`src/rtl/core/number_to_text_formatter_unit_defines.svh`:
```
// Assertion helpers for the number-to-text formatter.
// Sampled on i_clk and held off while i_rst_n is low.
`ifndef NUMBER_TO_TEXT_FORMATTER_UNIT_DEFINES_SVH
`define NUMBER_TO_TEXT_FORMATTER_UNIT_DEFINES_SVH

`ifndef SYNTH

`define NTF_ASSERT(lbl, prop, msg) \
    lbl: assert property (@(posedge i_clk) disable iff (!i_rst_n) prop) \
        else $error(msg);

`define NTF_ASSERT_NEVER(lbl, cond, msg) \
    lbl: assert property (@(posedge i_clk) disable iff (!i_rst_n) !(cond)) \
        else $error(msg);

`else

`define NTF_ASSERT(lbl, prop, msg)

`define NTF_ASSERT_NEVER(lbl, cond, msg)

`endif

`endif

```
`src/rtl/core/ntf_pkg.sv`:
```
package ntf_pkg;

    localparam int VAL_W = 10;
    localparam int FMT_W = 4;
    localparam int POS_W = 6;

    typedef struct packed {
        logic [VAL_W-1:0] number_value;
        logic [FMT_W-1:0] number_format;
    } t_in_word;

    typedef struct packed {
        logic [7:0] text_byte;
        logic       last_byte;
    } t_out_word;

    // result of the subtract unit
    typedef struct packed {
        logic       dig_th;
        logic [3:0] dig_h;
        logic [3:0] dig_t;
        logic [3:0] dig_o;
        logic [5:0] quo;
        logic [4:0] let_idx;
    } t_conv;

    localparam logic [FMT_W-1:0] FMT_UPPER_LETTERS = 4'd0;
    localparam logic [FMT_W-1:0] FMT_LOWER_LETTERS = 4'd1;
    localparam logic [FMT_W-1:0] FMT_DECIMAL       = 4'd2;
    localparam logic [FMT_W-1:0] FMT_DASHED        = 4'd3;
    localparam logic [FMT_W-1:0] FMT_CIRCLED       = 4'd4;
    localparam logic [FMT_W-1:0] FMT_PERIOD        = 4'd5;
    localparam logic [FMT_W-1:0] FMT_PAREN         = 4'd6;
    localparam logic [FMT_W-1:0] FMT_HEX           = 4'd7;
    localparam logic [FMT_W-1:0] FMT_ORDINAL       = 4'd8;
    localparam logic [FMT_W-1:0] FMT_UPPER_ROMAN   = 4'd9;
    localparam logic [FMT_W-1:0] FMT_LOWER_ROMAN   = 4'd10;

    localparam logic [VAL_W-1:0] DIV_LETTER = 10'd26;
    localparam logic [VAL_W-1:0] DIV_THOU   = 10'd1000;
    localparam logic [VAL_W-1:0] DIV_HUND   = 10'd100;
    localparam logic [VAL_W-1:0] DIV_TENS   = 10'd10;

    localparam logic [1:0] STG_THOU = 2'd0;
    localparam logic [1:0] STG_HUND = 2'd1;
    localparam logic [1:0] STG_TENS = 2'd2;

    localparam logic [7:0] ENC_LEAD      = 8'hE2;
    localparam logic [7:0] ENC_MID_A     = 8'h91;
    localparam logic [7:0] ENC_MID_B     = 8'h92;
    localparam logic [7:0] CIRCLED_BASE  = 8'h9F;
    localparam logic [7:0] PERIOD_BASE   = 8'h87;
    localparam logic [7:0] PAREN_LO_BASE = 8'hB3;
    localparam logic [7:0] PAREN_HI_BASE = 8'h73;
    localparam logic [VAL_W-1:0] PAREN_SPLIT = 10'd12;
    localparam logic [VAL_W-1:0] ENC_MAX     = 10'd20;

    localparam logic [POS_W-1:0] MAX_BYTES = 6'd40;
    localparam logic [7:0] LOWER_BIT = 8'h20;

    localparam logic [1:0] PLACE_ONES  = 2'd0;
    localparam logic [1:0] PLACE_TENS  = 2'd1;
    localparam logic [1:0] PLACE_HUNDS = 2'd2;

    localparam logic [1:0] SYM_ONE  = 2'd0;
    localparam logic [1:0] SYM_FIVE = 2'd1;
    localparam logic [1:0] SYM_TEN  = 2'd2;

    function automatic logic is_letters(input logic [FMT_W-1:0] fmt,
                                        input logic [VAL_W-1:0] val);
        return (fmt == FMT_UPPER_LETTERS || fmt == FMT_LOWER_LETTERS) && (val != '0);
    endfunction

    function automatic logic [2:0] roman_len(input logic [3:0] d);
        logic [2:0] len;
        case (d)
            4'd1, 4'd5:               len = 3'd1;
            4'd2, 4'd4, 4'd6, 4'd9:   len = 3'd2;
            4'd3, 4'd7:               len = 3'd3;
            4'd8:                     len = 3'd4;
            default:                  len = 3'd0;
        endcase
        return len;
    endfunction

    function automatic logic [1:0] roman_sym(input logic [3:0] d, input logic [1:0] k);
        logic [1:0] sym;
        if (d == 4'd4)
            sym = (k == 2'd0) ? SYM_ONE : SYM_FIVE;
        else if (d == 4'd9)
            sym = (k == 2'd0) ? SYM_ONE : SYM_TEN;
        else if (d >= 4'd5)
            sym = (k == 2'd0) ? SYM_FIVE : SYM_ONE;
        else
            sym = SYM_ONE;
        return sym;
    endfunction

    function automatic logic [7:0] roman_char(input logic [1:0] place, input logic [1:0] sym);
        logic [7:0] c;
        case ({place, sym})
            {PLACE_ONES,  SYM_ONE}:  c = "I";
            {PLACE_ONES,  SYM_FIVE}: c = "V";
            {PLACE_ONES,  SYM_TEN}:  c = "X";
            {PLACE_TENS,  SYM_ONE}:  c = "X";
            {PLACE_TENS,  SYM_FIVE}: c = "L";
            {PLACE_TENS,  SYM_TEN}:  c = "C";
            {PLACE_HUNDS, SYM_ONE}:  c = "C";
            {PLACE_HUNDS, SYM_FIVE}: c = "D";
            {PLACE_HUNDS, SYM_TEN}:  c = "M";
            default:                 c = "M";
        endcase
        return c;
    endfunction

endpackage

```
`src/rtl/core/ntf_digit_unit.sv`:
```
module ntf_digit_unit (
    input  logic             i_clk,
    input  logic             i_rst_n,
    input  logic             i_start,
    input  ntf_pkg::t_in_word i_word,
    output logic             o_done,
    output ntf_pkg::t_conv   o_conv
);
    import ntf_pkg::*;

    logic             r_busy, n_busy;
    logic             r_done, n_done;
    logic             r_letter, n_letter;
    logic [1:0]       r_stage, n_stage;
    logic [VAL_W-1:0] r_rem, n_rem;
    logic [5:0]       r_cnt, n_cnt;
    t_conv            r_conv, n_conv;

    logic [VAL_W-1:0] w_div;
    logic             w_ge;
    logic [VAL_W-1:0] w_diff;

    // shared compare/subtract
    always_comb begin
        if (r_letter) begin
            w_div = DIV_LETTER;
        end else begin
            unique case (r_stage)
                STG_THOU: w_div = DIV_THOU;
                STG_HUND: w_div = DIV_HUND;
                default:  w_div = DIV_TENS;
            endcase
        end
        w_ge   = (r_rem >= w_div);
        w_diff = r_rem - w_div;
    end

    always_comb begin
        n_busy   = r_busy;
        n_done   = 1'b0;
        n_letter = r_letter;
        n_stage  = r_stage;
        n_rem    = r_rem;
        n_cnt    = r_cnt;
        n_conv   = r_conv;
        if (i_start) begin
            n_busy   = 1'b1;
            n_letter = is_letters(i_word.number_format, i_word.number_value);
            n_rem    = n_letter ? (i_word.number_value - 10'd1) : i_word.number_value;
            n_stage  = STG_THOU;
            n_cnt    = '0;
        end else if (r_busy) begin
            if (w_ge) begin
                n_rem = w_diff;
                n_cnt = r_cnt + 6'd1;
            end else if (r_letter) begin
                n_conv.quo     = r_cnt;
                n_conv.let_idx = r_rem[4:0];
                n_busy         = 1'b0;
                n_done         = 1'b1;
            end else begin
                n_cnt = '0;
                unique case (r_stage)
                    STG_THOU: begin
                        n_conv.dig_th = r_cnt[0];
                        n_stage       = STG_HUND;
                    end
                    STG_HUND: begin
                        n_conv.dig_h = r_cnt[3:0];
                        n_stage      = STG_TENS;
                    end
                    default: begin
                        n_conv.dig_t = r_cnt[3:0];
                        n_conv.dig_o = r_rem[3:0];
                        n_busy       = 1'b0;
                        n_done       = 1'b1;
                    end
                endcase
            end
        end
    end

    always_ff @(posedge i_clk) begin
        if (!i_rst_n) begin
            r_busy <= 1'b0;
            r_done <= 1'b0;
        end else begin
            r_busy <= n_busy;
            r_done <= n_done;
        end
        r_letter <= n_letter;
        r_stage  <= n_stage;
        r_rem    <= n_rem;
        r_cnt    <= n_cnt;
        r_conv   <= n_conv;
    end

    assign o_done = r_done;
    assign o_conv = r_conv;

endmodule

```
`src/rtl/core/ntf_byte_gen.sv`:
```
module ntf_byte_gen (
    input  logic [ntf_pkg::VAL_W-1:0] i_value,
    input  logic [ntf_pkg::FMT_W-1:0] i_format,
    input  ntf_pkg::t_conv            i_conv,
    input  logic [ntf_pkg::POS_W-1:0] i_pos,
    output logic [7:0]                o_byte,
    output logic [ntf_pkg::POS_W-1:0] o_len
);
    import ntf_pkg::*;

    logic             w_nonzero;
    logic [2:0]       w_ndig;
    logic [POS_W-1:0] w_ndig6;
    logic [POS_W-1:0] w_rel;
    logic [2:0]       w_didx;
    logic [3:0]       w_digit;
    logic [7:0]       w_dchar;
    logic [1:0]       w_nhex;
    logic [1:0]       w_hidx;
    logic [3:0]       w_nib;
    logic [7:0]       w_hchar;
    logic [7:0]       w_suf0, w_suf1;
    logic             w_enc_ok;
    logic [7:0]       w_enc_mid, w_enc_low;
    logic [7:0]       w_n8;
    logic [POS_W-1:0] w_b1, w_b2, w_b3, w_b4;
    logic [POS_W-1:0] w_o1, w_o2, w_o3;
    logic [7:0]       w_roman;

    assign w_nonzero = (i_value != '0);
    assign w_n8      = {3'b000, i_value[4:0]};

    // decimal digit selection
    always_comb begin
        if (i_conv.dig_th)
            w_ndig = 3'd4;
        else if (i_conv.dig_h != 4'd0)
            w_ndig = 3'd3;
        else if (i_conv.dig_t != 4'd0)
            w_ndig = 3'd2;
        else
            w_ndig = 3'd1;
        w_ndig6 = {3'b000, w_ndig};
        w_rel   = (i_format == FMT_DASHED) ? (i_pos - 6'd2) : i_pos;
        w_didx  = w_ndig - 3'd1 - w_rel[2:0];
        case (w_didx)
            3'd3:    w_digit = {3'b000, i_conv.dig_th};
            3'd2:    w_digit = i_conv.dig_h;
            3'd1:    w_digit = i_conv.dig_t;
            default: w_digit = i_conv.dig_o;
        endcase
        w_dchar = 8'h30 + {4'h0, w_digit};
    end

    // hex nibble selection, no leading zeros
    always_comb begin
        if (i_value[9:8] != 2'b00)
            w_nhex = 2'd3;
        else if (i_value[7:4] != 4'h0)
            w_nhex = 2'd2;
        else
            w_nhex = 2'd1;
        w_hidx = w_nhex - 2'd1 - i_pos[1:0];
        case (w_hidx)
            2'd2:    w_nib = {2'b00, i_value[9:8]};
            2'd1:    w_nib = i_value[7:4];
            default: w_nib = i_value[3:0];
        endcase
        w_hchar = (w_nib < 4'd10) ? (8'h30 + {4'h0, w_nib}) : (8'h37 + {4'h0, w_nib});
    end

    // ordinal suffix; teens take "th"
    always_comb begin
        w_suf0 = "t";
        w_suf1 = "h";
        if (i_conv.dig_t != 4'd1) begin
            case (i_conv.dig_o)
                4'd1: begin
                    w_suf0 = "s";
                    w_suf1 = "t";
                end
                4'd2: begin
                    w_suf0 = "n";
                    w_suf1 = "d";
                end
                4'd3: begin
                    w_suf0 = "r";
                    w_suf1 = "d";
                end
                default: begin
                    w_suf0 = "t";
                    w_suf1 = "h";
                end
            endcase
        end
    end

    // enclosed numerals
    always_comb begin
        w_enc_ok  = w_nonzero && (i_value <= ENC_MAX);
        w_enc_mid = ENC_MID_A;
        w_enc_low = CIRCLED_BASE + w_n8;
        case (i_format)
            FMT_PERIOD: begin
                w_enc_mid = ENC_MID_B;
                w_enc_low = PERIOD_BASE + w_n8;
            end
            FMT_PAREN: begin
                if (i_value <= PAREN_SPLIT) begin
                    w_enc_mid = ENC_MID_A;
                    w_enc_low = PAREN_LO_BASE + w_n8;
                end else begin
                    w_enc_mid = ENC_MID_B;
                    w_enc_low = PAREN_HI_BASE + w_n8;
                end
            end
            default: begin
                w_enc_mid = ENC_MID_A;
                w_enc_low = CIRCLED_BASE + w_n8;
            end
        endcase
    end

    // roman: optional M, then hundreds, tens, ones groups
    always_comb begin
        w_b1 = {5'b00000, i_conv.dig_th};
        w_b2 = w_b1 + {3'b000, roman_len(i_conv.dig_h)};
        w_b3 = w_b2 + {3'b000, roman_len(i_conv.dig_t)};
        w_b4 = w_b3 + {3'b000, roman_len(i_conv.dig_o)};
        w_o1 = i_pos - w_b1;
        w_o2 = i_pos - w_b2;
        w_o3 = i_pos - w_b3;
        if (i_pos < w_b1)
            w_roman = "M";
        else if (i_pos < w_b2)
            w_roman = roman_char(PLACE_HUNDS, roman_sym(i_conv.dig_h, w_o1[1:0]));
        else if (i_pos < w_b3)
            w_roman = roman_char(PLACE_TENS, roman_sym(i_conv.dig_t, w_o2[1:0]));
        else
            w_roman = roman_char(PLACE_ONES, roman_sym(i_conv.dig_o, w_o3[1:0]));
    end

    always_comb begin
        o_byte = w_dchar;
        o_len  = w_ndig6;
        unique case (i_format) inside
            FMT_UPPER_LETTERS, FMT_LOWER_LETTERS: begin
                if (w_nonzero) begin
                    o_byte = ((i_format == FMT_UPPER_LETTERS) ? 8'h41 : 8'h61)
                             + {3'b000, i_conv.let_idx};
                    o_len  = i_conv.quo + 6'd1;
                end
            end
            FMT_DASHED: begin
                o_len = w_ndig6 + 6'd4;
                if (i_pos < 6'd2)
                    o_byte = i_pos[0] ? " " : "-";
                else if (i_pos < w_ndig6 + 6'd2)
                    o_byte = w_dchar;
                else
                    o_byte = (i_pos == w_ndig6 + 6'd2) ? " " : "-";
            end
            FMT_CIRCLED, FMT_PERIOD, FMT_PAREN: begin
                if (w_enc_ok) begin
                    o_len = 6'd3;
                    if (i_pos == 6'd0)
                        o_byte = ENC_LEAD;
                    else if (i_pos == 6'd1)
                        o_byte = w_enc_mid;
                    else
                        o_byte = w_enc_low;
                end
            end
            FMT_HEX: begin
                o_len  = {4'h0, w_nhex};
                o_byte = w_hchar;
            end
            FMT_ORDINAL: begin
                o_len = w_ndig6 + 6'd2;
                if (i_pos < w_ndig6)
                    o_byte = w_dchar;
                else
                    o_byte = (i_pos == w_ndig6) ? w_suf0 : w_suf1;
            end
            FMT_UPPER_ROMAN, FMT_LOWER_ROMAN: begin
                if (w_nonzero) begin
                    o_len  = w_b4;
                    o_byte = (i_format == FMT_LOWER_ROMAN) ? (w_roman | LOWER_BIT) : w_roman;
                end
            end
            default: begin
                o_byte = w_dchar;
                o_len  = w_ndig6;
            end
        endcase
    end

endmodule

```
`src/rtl/core/number_to_text_formatter_unit.sv`:
```
// Number-to-text formatter.
// Input channel (i_in_valid / o_in_ready / i_in_word): one word carries a
// page number (0..1023) and a format code. Output channel (o_out_valid /
// i_out_ready / o_out_word): one text byte per word, last_byte set on the
// final byte of the number's text. A number yields 1 to 40 bytes.
// Per number: an accept step, then a conversion pass through a single
// compare/subtract unit that subtracts each divisor repeatedly: divisors
// 1000, 100 and 10 for the decimal-based formats and divisor 26 for the
// letter formats, then a registered hand-over of the result. Then one
// byte per cycle into the output register while the receiver keeps up.
// o_in_ready is high only while the block is idle; the next number may be
// taken while the final byte still sits in the output register.
// A stalled receiver holds the output register and freezes byte emission;
// nothing is dropped. Reset (synchronous, active low) returns to idle and
// empties the output register.
`include "number_to_text_formatter_unit_defines.svh"

module number_to_text_formatter_unit (
    input  logic               i_clk,
    input  logic               i_rst_n,
    input  logic               i_in_valid,
    output logic               o_in_ready,
    input  ntf_pkg::t_in_word  i_in_word,
    output logic               o_out_valid,
    input  logic               i_out_ready,
    output ntf_pkg::t_out_word o_out_word
);
    import ntf_pkg::*;

    localparam logic [1:0] ST_IDLE = 2'd0;
    localparam logic [1:0] ST_CONV = 2'd1;
    localparam logic [1:0] ST_EMIT = 2'd2;

    logic [1:0]       r_state, n_state;
    logic [POS_W-1:0] r_pos, n_pos;
    logic [VAL_W-1:0] r_value;
    logic [FMT_W-1:0] r_format;
    logic             r_out_valid;
    t_out_word        r_out_word;

    logic             w_in_accept;
    logic             w_conv_done;
    t_conv            w_conv;
    logic [7:0]       w_byte;
    logic [POS_W-1:0] w_len;
    logic             w_last;
    logic             w_out_free;
    logic             w_load;

    assign o_in_ready  = (r_state == ST_IDLE);
    assign w_in_accept = i_in_valid && o_in_ready;

    // repeated-subtraction digit / letter-count extraction
    ntf_digit_unit u_digit (
        .i_clk   (i_clk),
        .i_rst_n (i_rst_n),
        .i_start (w_in_accept),
        .i_word  (i_in_word),
        .o_done  (w_conv_done),
        .o_conv  (w_conv)
    );

    // byte at the current position, and total text length
    ntf_byte_gen u_byte (
        .i_value  (r_value),
        .i_format (r_format),
        .i_conv   (w_conv),
        .i_pos    (r_pos),
        .o_byte   (w_byte),
        .o_len    (w_len)
    );

    // output register takes a new byte when empty or being drained
    assign w_out_free = !r_out_valid || i_out_ready;
    assign w_load     = (r_state == ST_EMIT) && w_out_free;
    assign w_last     = ((r_pos + 6'd1) == w_len);

    always_comb begin
        n_state = r_state;
        n_pos   = r_pos;
        unique case (r_state)
            ST_IDLE: begin
                if (w_in_accept)
                    n_state = ST_CONV;
            end
            ST_CONV: begin
                if (w_conv_done) begin
                    n_state = ST_EMIT;
                    n_pos   = '0;
                end
            end
            ST_EMIT: begin
                if (w_load) begin
                    n_pos = r_pos + 6'd1;
                    if (w_last)
                        n_state = ST_IDLE;
                end
            end
            default: n_state = ST_IDLE;
        endcase
    end

    always_ff @(posedge i_clk) begin
        if (!i_rst_n) begin
            r_state     <= ST_IDLE;
            r_pos       <= '0;
            r_out_valid <= 1'b0;
        end else begin
            r_state <= n_state;
            r_pos   <= n_pos;
            if (w_load)
                r_out_valid <= 1'b1;
            else if (i_out_ready)
                r_out_valid <= 1'b0;
        end
        if (w_in_accept) begin
            r_value  <= i_in_word.number_value;
            r_format <= i_in_word.number_format;
        end
        if (w_load) begin
            r_out_word.text_byte <= w_byte;
            r_out_word.last_byte <= w_last;
        end
    end

    assign o_out_valid = r_out_valid;
    assign o_out_word  = r_out_word;

    // conversion finishes only while waiting on it
    `NTF_ASSERT(a_done_in_conv, w_conv_done |-> (r_state == ST_CONV), "conversion done outside CONV")
    // every text is 1..40 bytes long
    `NTF_ASSERT(a_len_range, (r_state == ST_EMIT) |-> ((w_len != 6'd0) && (w_len <= MAX_BYTES)), "text length out of range")
    // position never runs past the text
    `NTF_ASSERT(a_pos_bound, (r_state == ST_EMIT) |-> (r_pos < w_len), "emit position past end of text")
    // the last byte returns the block to idle
    `NTF_ASSERT(a_last_idle, (w_load && w_last) |=> (r_state == ST_IDLE), "no return to idle after last byte")
    // no byte emitted while converting or idle
    `NTF_ASSERT_NEVER(a_no_early_load, w_load && (r_state != ST_EMIT), "byte loaded outside EMIT")

endmodule
```
`config.mk`:
```
export PLATFORM = sky130hd
export DESIGN_NAME = number_to_text_formatter_unit
export DESIGN_NICKNAME = d
export VERILOG_FILES = /design/src/rtl/core/ntf_pkg.sv /design/src/rtl/core/ntf_digit_unit.sv /design/src/rtl/core/ntf_byte_gen.sv /design/src/rtl/core/number_to_text_formatter_unit.sv
export VERILOG_INCLUDE_DIRS = /design/src /design/src/rtl/core
export SDC_FILE = /design/constraint.sdc
export NUM_CORES = 1
export LEC_CHECK = 0
export ABC_AREA = 1
export BUFFER_PORTS_ARGS = -buffer_cell sky130_fd_sc_hd__buf_2
export CAP_MARGIN = 10
export CORE_MARGIN = 3
export CORE_UTILIZATION = 65
export CTS_CLUSTER_DIAMETER = 200
export DETAILED_ROUTE_END_ITERATION = 8
export PLACE_DENSITY = 0.94
export SLEW_MARGIN = 0
export SYNTH_ARGS = -nofsm -noshare
export SYNTH_HDL_FRONTEND = slang
export SYNTH_SLANG_ARGS = --single-unit
export TNS_END_PERCENT = 100
```
`constraint.sdc`:
```
create_clock -name i_clk -period 6 [get_ports i_clk]
set_input_delay 0.6 -clock i_clk [delete_from_list [all_inputs] [get_ports i_clk]]
set_output_delay 0.6 -clock i_clk [all_outputs]
set_load 0.02 [all_outputs]
```
==> implementation parameters, run 1 <==
Parameter                              Value

STA
  Clock skew ... around 0.016 ns
  Period utilization ... 63.2%
  Number of hold violations in the final report ... 0
  Actual transition at the worst max-transition pin ... ~0.92 ns
  Setup TNS after final layout ... 0 ns
  Max frequency ... ~260 MHz
  Least setup slack across all paths after layout ... about 2.2 ns
  Final setup violation count ... 0
  Setup repair after global routing missed its margin ... false
  Minimum clock period ... between 3 and 4 ns
  Worst slew margin ... 38.4%
  Final slew viol count ... 0

GRT
  Gr ovfl total ... 0
  Total global routing track utilization ... a little under a third
  Antenna violations before repair ... 0
  Vias in the first global route ... 6369
  Pin count of the biggest net entering global routing ... 28
  Wire length of the first global-routing pass ... ~30 mm

Synthesis
  Share of async-settable or async-resettable flops after synthesis ... 0%
  Most numerous cell in the Yosys netlist ... nand2_1
  Synth Net Count ... approximately 1100
  Count of mapped cells out of synthesis ... between 900 and 1000
  Mux cell area share after synthesis ... 0%
  Post-synthesis adder-cell area fraction ... between 10% and 20%
  Synthesized-area fraction occupied by ao, oa, aoi and oai cells ... 11.7%
  Synth Area in XOR/XNOR ... under 10%
  Synthesized area ... roughly 7000 µm²
  Distinct cell type count after synthesis ... 56
  Most frequent cells after synthesis ... nand2_1, inv_1, nor2_1
  Area fraction of the dominant cell type after synthesis ... about a quarter
  Prevailing post-synth register cell ... edfxtp_1
  Dominant cell type by area after synthesis ... edfxtp_1
  Dominant combinational cell family by area after synthesis ... simple AND/OR/NAND/NOR gates
  Main area contributors after synthesis ... edfxtp_1, nand2_1, ha_1, dfxtp_1, inv_1
  Share of the yosys chip area belonging to registers ... roughly 33%
  Flip-flop and latch count after synthesis ... 86
  Post-synthesis share of cell area spent on and, or, nand and nor gates ... around a third
  YS warnings ... 0
  Avg Synthesized Cell Area ... 7.16 µm²
  Number of synthesized flops with an enable pin ... 58

Clock tree
  CTS Buf Count ... 9
  Cts-stage hold buffer count ... 0
  Setup repair bufs after CTS ... 0
  Sink count of the clock tree ... 86
  Clock root buffer ... clkbuf_8
  Depth of the CTS H-tree ... 3
  CTS-repair resized insts ... 0
  TritonCTS clock tree ... built
  Buffer depth of the longest clock path ... 2
  Clock Latency Late Sink ... 0.37 ns
  CTS clk-pin slew, worst paths ... ~0.09 ns

Detailed routing
  Sum of met2 wire segment lengths after detailed routing ... between 8 and 9 mm
  Via count ... between 6000 and 7000
  Met1 WL ... 7.50 mm
  Number of antenna-violating nets in the routed design ... 0
  Met3 WL ... about 1.7 mm
  DRC Markers ... 0
  Detailed router's first-iteration violation count ... roughly 600
  Average vias per placed instance ... between 5 and 6
  Max layer used ... met4
  Total wire length after detailed routing ... approximately 18 mm
  Wire length per cell after detailed routing ... 15.7 µm
  Total iterations of the first detailed-routing run ... 7

Pwr
  Power per unit of standard cell area ... ~220 nW/µm²
  Max IR drop VDD ... roughly 0.23 mV
  Static leakage ... between 3 and 4 nW
  Pwr Total ... 1.66 mW

Min path
  Worst min path class ... primary input to flip-flop

Critical path
  Total buffers and inverters traversed by the critical path ... 4
  Arrival time of data at the critical path endpoint ... 4.03 ns
  Critical Path Max Stage Delay ... 0.56 ns
  Critical Path Most Common Cell ... nand2_1
  Worst endpoint required time ... around 6.2 ns
  Family with the most delay on the worst path ... adder cells
  Kind of start point of the critical path ... flip-flop
  Slowest cell on crit path ... edfxtp_1
  Max Fanout on Critical Path ... 10
  CP endpoint kind ... flip-flop
  Cell breakdown of the critical path ... ha_1 > ha_1 > xnor2_1 > inv_1 > ha_1 > inv_1 > or2_2 > nand2_1 > inv_1 > ha_1 > xor2_1 > o22ai_1 > nand2_1 > nand2_1 > inv_1 > nand2_1 > nand3b_1 > nand2_1 > nor2_1 > nand2_1 > nand2_1 > a21oi_1
  Category of the most critical setup path ... flip-flop to flip-flop

Place
  Number of I/O port buffers ... 28
  Post-DP HPWL ... between 10 and 15 mm
  Dpl ws ... around 2.3 ns
  Weighted congestion reported at the end of routability-driven placement ... between 1 and 1.5

Cells and area
  Layout-stage area growth over the synthesis result ... 6.41%
  Area used by multi-input combinational logic ... just over 4000 µm²
  FILL cells ... 849
  Number of nets in the finished design ... around 1100
  Number of antenna cells inserted ... 0
  Area taken by flip-flops and latches ... between 2000 and 2500 µm²
  Share of post-route cells with drive strength above 1 ... under 10%

Status
  Run status ... finished, final reports clean

Floorplanning
  Initial Utilization ... around two thirds
  Top-level I/O count ... 29
  Height of the chip ... 110 µm
  DIE AREA ... about 12000 µm²
  Floorplan row count ... 37
  Die W ... between 100 and 150 µm
  Core region area ... 10400 µm²

Job
  # Max-Cap Violations ... 0
## placed cells by master (no fill, tap or decap), drive strengths merged, types with 3 or more instances in the layout
cell and count:
or2 5, edfxtp 58, o21bai 4, nor2 108, nor3 9, o211ai 4
buf 29, clkbuf 13, fa 4, o22ai 3, inv 153, o21a 3
nor4 4, o31ai 3, dfxtp 28, nand2 258, nand3 88, o21ai 45
nand4 21, nand3b 10, xor2 21, nor3b 4, a21oi 66, ha 51
a31oi 3, xnor2 6, a211oi 4
## final timing paths
check | end | from | cells past startpoint | slack, ns
max reg2reg | r_state[1] | u_digit.o_conv[23] | 22 | 2.21
min reg2reg | u_digit.o_conv[10] | u_digit.r_cnt[5] | 0 | 0.48
max | r_state[1] | u_digit.o_conv[23] | 22 | 2.21
min | r_format[2] | i_in_word[2] | 1 | 0.42
## logic make-up after synthesis
| kind of cell | after synthesis |
|---|---|
| and+or+nand+nor | 510 |
| buffers and inverters | 158 |
| AOI/OAI and AO/OA | 144 |
| DFF | 86 |
| adders and majority gates | 55 |
| xor gates and xnor gates | 27 |
| other | 1 |
## cell type report
type	count	area share, %
clock buffer	13	1.86
tap	136	2.28
clock inverter	3	0.284
sequential	86	30.8
timing repair buffer	29	1.97
inverter	153	7.70
multi-input combinational	737	55.1
## power by group
part           internal (mW)  total [mW]  switching [mW]
clock                  0.152       0.369           0.217
sequential             0.698       0.735          0.0372
combinational          0.191       0.555           0.364
total                   1.04        1.66           0.618
## worst reg2reg max path, delay by kind of cell (launching register included)
| kind | cells | cell delay (ns) |
|---|---|---|
| AOI/OAI and AO/OA | 2 | 0.23 |
| xor gates and xnor gates | 2 | 0.47 |
| adders and majority gates | 4 | 1.16 |
| buffers and inverters | 4 | 0.25 |
| DFF | 1 | 0.56 |
| and+or+nand+nor | 10 | 1.04 |
## metrics by stage
| stage | instances | util [%] | instance area (µm²) | hold slack [ns] |
|---|---|---|---|---|
| 2_1_floorplan | 981 | - | 7030 | 0.429 |
| 3_3_place_gp | 1141 | 70.2 | 7320 | 0.455 |
| 3_5_place_dp | 1141 | 70.2 | 7320 | 0.453 |
| 4_1_cts | 1157 | 71.8 | 7480 | 0.407 |
| 5_1_grt | 1157 | 71.8 | 7480 | 0.409 |
| 6_report | 1157 | 71.8 | 7480 | 0.419 |
## metal layers
metal | vias to the layer above | GRT usage [%]
met1 | 3022 | 41.4
met2 | 348 | 50.2
met3 | 67 | 7.05
li1 | 3318 | -
met5 | - | 0
met4 | 0 | 15.7
Note: power is estimated with default switching activity, not from simulation.
==> run 2: changes to the inputs <==
--- a/config.mk
+++ b/config.mk
@@ -10,10 +10,10 @@
 export BUFFER_PORTS_ARGS = -buffer_cell sky130_fd_sc_hd__buf_2
 export CAP_MARGIN = 10
 export CORE_MARGIN = 3
-export CORE_UTILIZATION = 65
+export CORE_UTILIZATION = 57
 export CTS_CLUSTER_DIAMETER = 200
 export DETAILED_ROUTE_END_ITERATION = 8
-export PLACE_DENSITY = 0.94
+export PLACE_DENSITY = 0.88
 export SLEW_MARGIN = 0
 export SYNTH_ARGS = -nofsm -noshare
 export SYNTH_HDL_FRONTEND = slang
==> constraint.sdc (replaced) <==
create_clock -name i_clk -period 3.1 [get_ports i_clk]
set_input_delay 0.31 -clock i_clk [delete_from_list [all_inputs] [get_ports i_clk]]
set_output_delay 0.31 -clock i_clk [all_outputs]
set_load 0.02 [all_outputs]
==> run 2 against run 1 <==
Critical path type unchanged. Flip-flop and latch count is the same. Via count grew 10%. Die area grew 13%. Worst hold slack lost 0.28 ns. Clock-buffer cell count shrank 4. First-iteration DRC count grew 38%. Combinational power grew 140%. Largest power group unchanged. Cell area grew 16%. Critical endpoint unchanged. Register-to-register slack lost 2.5 ns. The run now ends with negative setup slack left.
==> implementation parameters, run 2 (same netlist as run 1, synthesis figures left out) <==
Parameter                              Value

GRT
  Pin count of the biggest net entering global routing ... 22
  Gr ovfl total ... 0
  Vias in the first global route ... approximately 6800
  Antenna violations before repair ... 0
  Total global routing track utilization ... slightly above 30%
  Wire length of the first global-routing pass ... 32.3 mm

STA
  Number of hold violations in the final report ... 0
  Period utilization ... 109%
  Setup repair after global routing missed its margin ... true
  Least setup slack across all paths after layout ... -0.275 ns
  Max frequency ... between 200 and 300 MHz
  Actual transition at the worst max-transition pin ... approximately 0.61 ns
  Clock skew ... 0.00836 ns
  Worst slew margin ... 59.2%
  Worst slack on hold paths ... 0.144 ns
  Minimum clock period ... between 3 and 4 ns
  Final slew viol count ... 0
  Final setup violation count ... 9

Place
  Weighted congestion reported at the end of routability-driven placement ... 0.983
  Dpl cells ... roughly 1200
  Number of I/O port buffers ... 28
  Placed Area ... 7720 µm²
  Post-DP HPWL ... approximately 15 mm

Critical path
  Arrival time of data at the critical path endpoint ... approximately 3.7 ns
  Family with the most delay on the worst path ... buffers and inverters
  Slowest cell on crit path ... edfxtp_1
  Kind of start point of the critical path ... flip-flop
  CP endpoint kind ... flip-flop
  Total buffers and inverters traversed by the critical path ... 13
  R2r worst-path depth ... 27
  Stages on worst setup path ... 27
  Critical Path Max Stage Delay ... 0.41 ns
  Worst endpoint required time ... roughly 3.4 ns
  Category of the most critical setup path ... flip-flop to flip-flop
  Critical Path Most Common Cell ... buf_4
  Max Fanout on Critical Path ... 2

Floorplanning
  Die W ... roughly 120 µm
  DIE AREA ... approximately 14000 µm²
  Top-level I/O count ... 29
  Core region area ... around 12000 µm²
  Floorplan row count ... 39
  Initial Utilization ... 60.0%
  Height of the chip ... 117 µm

Clock tree
  Sink count of the clock tree ... between 80 and 90
  CTS Buf Count ... 9
  Clock Latency Late Sink ... about 0.36 ns
  CTS clk-pin slew, worst paths ... 0.06 ns
  Buffer depth of the longest clock path ... 2
  Depth of the CTS H-tree ... 3
  TritonCTS clock tree ... built
  Clock root buffer ... clkbuf_16
  Cts-stage hold buffer count ... 0

Min path
  Worst min path class ... primary input to flip-flop
  Cell count of the worst hold path ... 1

Detailed routing
  Via count ... roughly 7500
  Number of antenna-violating nets in the routed design ... 0
  Wire length per cell after detailed routing ... roughly 18 µm
  Average vias per placed instance ... between 6 and 7
  Detailed router's first-iteration violation count ... 850
  DRC Markers ... 0
  Total iterations of the first detailed-routing run ... 6
  Total wire length after detailed routing ... between 20 and 25 mm

Cells and area
  Layout-stage area growth over the synthesis result ... 23.3%
  Top library cells by usage in the layout, fill and taps aside ... nand2_1, inv_1, nor2_1
  Number of antenna cells inserted ... 0
  Finished Layout Cells ... around 1200
  Commonest non-fill, non-tap cell in the layout ... nand2_1
  Number of nets in the finished design ... between 1000 and 1500
  Share of post-route cells with drive strength above 1 ... 23.1%
  Non-Filler Cell Area, Final ... 8660 µm²

Job
  # Max-Cap Violations ... 0

Pwr
  Static leakage ... 4.03 nW
  Max IR drop VDD ... approximately 0.44 mV
  Power per unit of standard cell area ... 447 nW/µm²

Status
  Run status ... finished with violations
  Failing checks ... negative setup slack
run 2: cell count changes in the layout (fill, tap and decap cells not counted), sizes merged:
cell,change
inv,+2
buf,+77
clkbuf,-4
clkinv,+1
bufinv,+1
run 2: final timing paths:
check,start,end,slack (ns)
max reg2reg,r_value[6],r_state[1],-0.28
max,r_value[6],r_state[1],-0.28
min,i_in_word[0],r_format[0],0.14
min reg2reg,u_digit.r_rem[1],u_digit.o_conv[12],0.47
run 2: power by group:
part | total [mW] | switching, mW | internal [mW]
Sequential | 1.42 | 0.0677 | 1.35
Clock | 1.13 | 0.491 | 0.635
Combinational | 1.33 | 0.821 | 0.510
run 2: final cells by class:
cell class,instances,area [µm²]
Multi-Input combinational cell,737,4550
Fill cell,798,3050
Sequential cell,86,2300
Timing Repair Buffer,106,741
Inverter,153,586
Clock buffer,9,225
Tap cell,143,179
Clock inverter,7,78.8
run 2: through the flow:
| step | worst slack [ns] | power [mW] | TNS, ns | util (%) |
|---|---|---|---|---|
| floorplan | 0.000338 | 2.25 | 0 | - |
| global placement | -0.177 | 2.53 | -0.950 | 66.0 |
| detailed placement | -0.298 | 2.57 | -1.87 | 66.0 |
| CTS | -0.0642 | 3.75 | -0.144 | 71.3 |
| global route | -0.520 | 4.05 | -2.97 | 74.0 |
| finish | -0.275 | 3.88 | -1.53 | 74.0 |
run 2: what timing repair did:
action	CTS	global route
endpoints found under the setup margin	20	27
gates resized for setup	43	60
pin swaps	29	30
buffers inserted	20	6
run 2: routing by layer:
metal  GRT usage [%]  share of wire (%)  vias to the layer above  wire length [µm]
met5               0                  0                        -                 0
met4            15.6                5.5                        0              1200
met3            4.27                9.4                      100              2050
met2            50.4                 46                      492             10100
met1            38.9                 39                     3378              8380
li1                -                  -                     3490                 -
==> run 3: changes to the inputs <==
--- a/config.mk
+++ b/config.mk
@@ -9,6 +9,7 @@
 export ABC_AREA = 1
 export BUFFER_PORTS_ARGS = -buffer_cell sky130_fd_sc_hd__buf_2
 export CAP_MARGIN = 10
+export CORE_ASPECT_RATIO = 2
 export CORE_MARGIN = 3
 export CORE_UTILIZATION = 57
 export CTS_CLUSTER_DIAMETER = 200
==> run 3 against run 2 <==
The run still ends with negative setup slack left. Non-clock buffer count down 5. Via count down 2.9%. Sequential power about the same. Final cell count down 0.24%. Routed wire length up 5.5%. Utilization down 1.2 points. First-iteration DRC count down 22%. Largest cell class unchanged.
==> implementation parameters, run 3 (same netlist as run 1, synthesis figures left out) <==
Parameter                              Value

Status
  Run status ... finished with violations
  Failing checks ... negative setup slack

Clock tree
  Buffer depth of the longest clock path ... 2
  Clock root buffer ... clkbuf_16
  Depth of the CTS H-tree ... 3
  Clock Latency Late Sink ... around 0.36 ns
  CTS Buf Count ... 9
  CTS clk-pin slew, worst paths ... approximately 0.07 ns
  Cts-stage hold buffer count ... 0
  Sink count of the clock tree ... 86
  TritonCTS clock tree ... built

STA
  Number of hold violations in the final report ... 0
  Minimum clock period ... between 3 and 4 ns
  Final setup violation count ... 8
  Least setup slack across all paths after layout ... -0.131 ns
  Period utilization ... 104%
  Worst slew margin ... 46.7%
  Final slew viol count ... 0
  Setup TNS after final layout ... -0.541 ns
  Actual transition at the worst max-transition pin ... 0.793 ns
  Setup repair after global routing missed its margin ... true
  Max frequency ... just over 300 MHz
  Clock skew ... around 0.009 ns

Critical path
  Capturing element of the worst setup path ... o_out_word[2]
  Category of the most critical setup path ... flip-flop to flip-flop
  Max Fanout on Critical Path ... 8
  Worst R2R Setup Slack ... -0.13 ns
  Worst r2r src ... r_value[7]
  Beginning of the critical path ... r_value[7]
  Worst endpoint required time ... between 3 and 4 ns
  Capture instance of the worst register-to-register path ... o_out_word[2]
  Kind of start point of the critical path ... flip-flop
  R2r worst-path depth ... 18
  CP endpoint kind ... flip-flop
  Arrival time of data at the critical path endpoint ... ~3.3 ns

Detailed routing
  Average vias per placed instance ... between 5 and 6
  Number of antenna-violating nets in the routed design ... 0
  Via count ... between 7000 and 8000
  DRC Markers ... 0
  Total iterations of the first detailed-routing run ... 6
  Detailed router's first-iteration violation count ... approximately 660
  Total wire length after detailed routing ... ~23 mm
  Wire length per cell after detailed routing ... 18.5 µm

Pwr
  Power share of the sequential group ... a little under two fifths
  Psw ... ~1.4 mW
  Max IR drop VDD ... around 0.56 mV
  Sw Share ... 37.0%
  Pwr Total ... between 3 and 4 mW
  Int Pwr ... around 2.4 mW
  Combinational fraction of design power ... between 30% and 40%
  Power per unit of standard cell area ... approximately 440 nW/µm²
  Static leakage ... around 4.0 nW
  Relative contribution of the clock network to total power ... approximately 29%

Floorplanning
  DIE AREA ... roughly 14000 µm²
  Floorplan row count ... 56
  Top-level I/O count ... 29
  Initial Utilization ... 59.0%
  Die W ... 84.5 µm
  Core region area ... roughly 12000 µm²
  Height of the chip ... ~160 µm

GRT
  Pin count of the biggest net entering global routing ... 19
  Gr ovfl total ... 0
  Vias in the first global route ... approximately 7200
  Total global routing track utilization ... between 30% and 40%
  Wire length of the first global-routing pass ... ~35 mm
  Antenna violations before repair ... 0

Place
  Post-DP HPWL ... around 17 mm
  Number of I/O port buffers ... 28
  Weighted congestion reported at the end of routability-driven placement ... 1.03
  Placed Area ... about 7800 µm²

Cells and area
  Non-Filler Cell Area, Final ... slightly below 9000 µm²
  Number of nets in the finished design ... approximately 1200
  Top library cells by usage in the layout, fill and taps aside ... nand2_1, inv_1, nor2_1
  Commonest non-fill, non-tap cell in the layout ... nand2_1
  Fraction of the core area covered by cells at the end of the flow ... 72.8%
  Number of antenna cells inserted ... 0
  Share of post-route cells with drive strength above 1 ... a little under a quarter
  Layout-stage area growth over the synthesis result ... 23.4%

Job
  # Max-Cap Violations ... 0

Min path
  Worst min path class ... primary input to flip-flop
==> run 3: what timing repair did <==
action | CTS | global route
resized for setup | 41 | 74
pin swaps | 23 | 37
buffers inserted | 4 | 6
endpoints found under the setup margin | 8 | 22
==> run 3: final cells by class <==
class | instances | area (µm²)
Sequential cell | 86 | 2300
Clock buffer | 9 | 225
Timing Repair Buffer | 101 | 713
Inverter | 153 | 586
Tap cell | 145 | 181
Fill cell | 906 | 3240
Multi-Input combinational cell | 737 | 4590
Clock inverter | 7 | 73.8
==> run 3: how the worst min path moves through the flow <==
stage                                 from                 to  slack, ns  cells past startpoint
after global placement    u_digit.r_rem[4]  u_digit.o_conv[4]       0.47                      0
after floorplan               i_in_word[0]        r_format[0]       0.41                      0
final                         i_in_word[0]        r_format[0]       0.13                      1
after CTS                     i_in_word[0]        r_format[0]       0.13                      1
after detailed placement  u_digit.r_rem[4]  u_digit.o_conv[4]       0.47                      0
after global routing          i_in_word[0]        r_format[0]       0.13                      1
==> run 3: through the flow <==
| stage | hold slack, ns | cells | setup WS, ns |
|---|---|---|---|
| 3_5_place_dp | 0.472 | 1213 | -0.392 |
| 6_report | 0.129 | 1238 | -0.131 |
| 5_1_grt | 0.133 | 1238 | -0.293 |
| 4_1_cts | 0.126 | 1233 | -0.0555 |
| 2_1_floorplan | 0.409 | 981 | 0.000338 |
| 3_3_place_gp | 0.470 | 1213 | -0.269 |
==> run 3: worst max-delay path, cell delays in order (launching register included) <==
cell and delay [ns]:
edfxtp_1 0.41, nor2_2 0.18, nand2_2 0.09, nand2_2 0.11
ha_4 0.17, xor2_2 0.17, xor2_1 0.25, inv_1 0.12
ha_4 0.31, inv_6 0.05, nand3_1 0.09, o21ai_1 0.12
ha_2 0.33, nor2_1 0.04, o21ai_1 0.14, nand3_1 0.08
o21bai_1 0.16, nor2_1 0.12, a21oi_2 0.07
==> run 3: power groups by stage <==
stage | clock network [mW] | logic [mW] | registers, mW
after CTS | 1.10 | 1.22 | 1.41
after floorplan | 0 | 0.827 | 1.42
after global routing | 1.15 | 1.45 | 1.43
after detailed placement | 0 | 1.16 | 1.44
after global placement | 0 | 1.13 | 1.43
final | 1.11 | 1.32 | 1.42
==> run 3: routing by layer <==
metal | GRT usage [%] | part of all wire [%] | vias to the layer above
li1 | - | - | 3474
met1 | 30.8 | 32 | 3336
met2 | 60.6 | 53 | 311
met3 | 6.06 | 5.5 | 125
met4 | 25.3 | 9.1 | 0
met5 | 0 | 0 | -
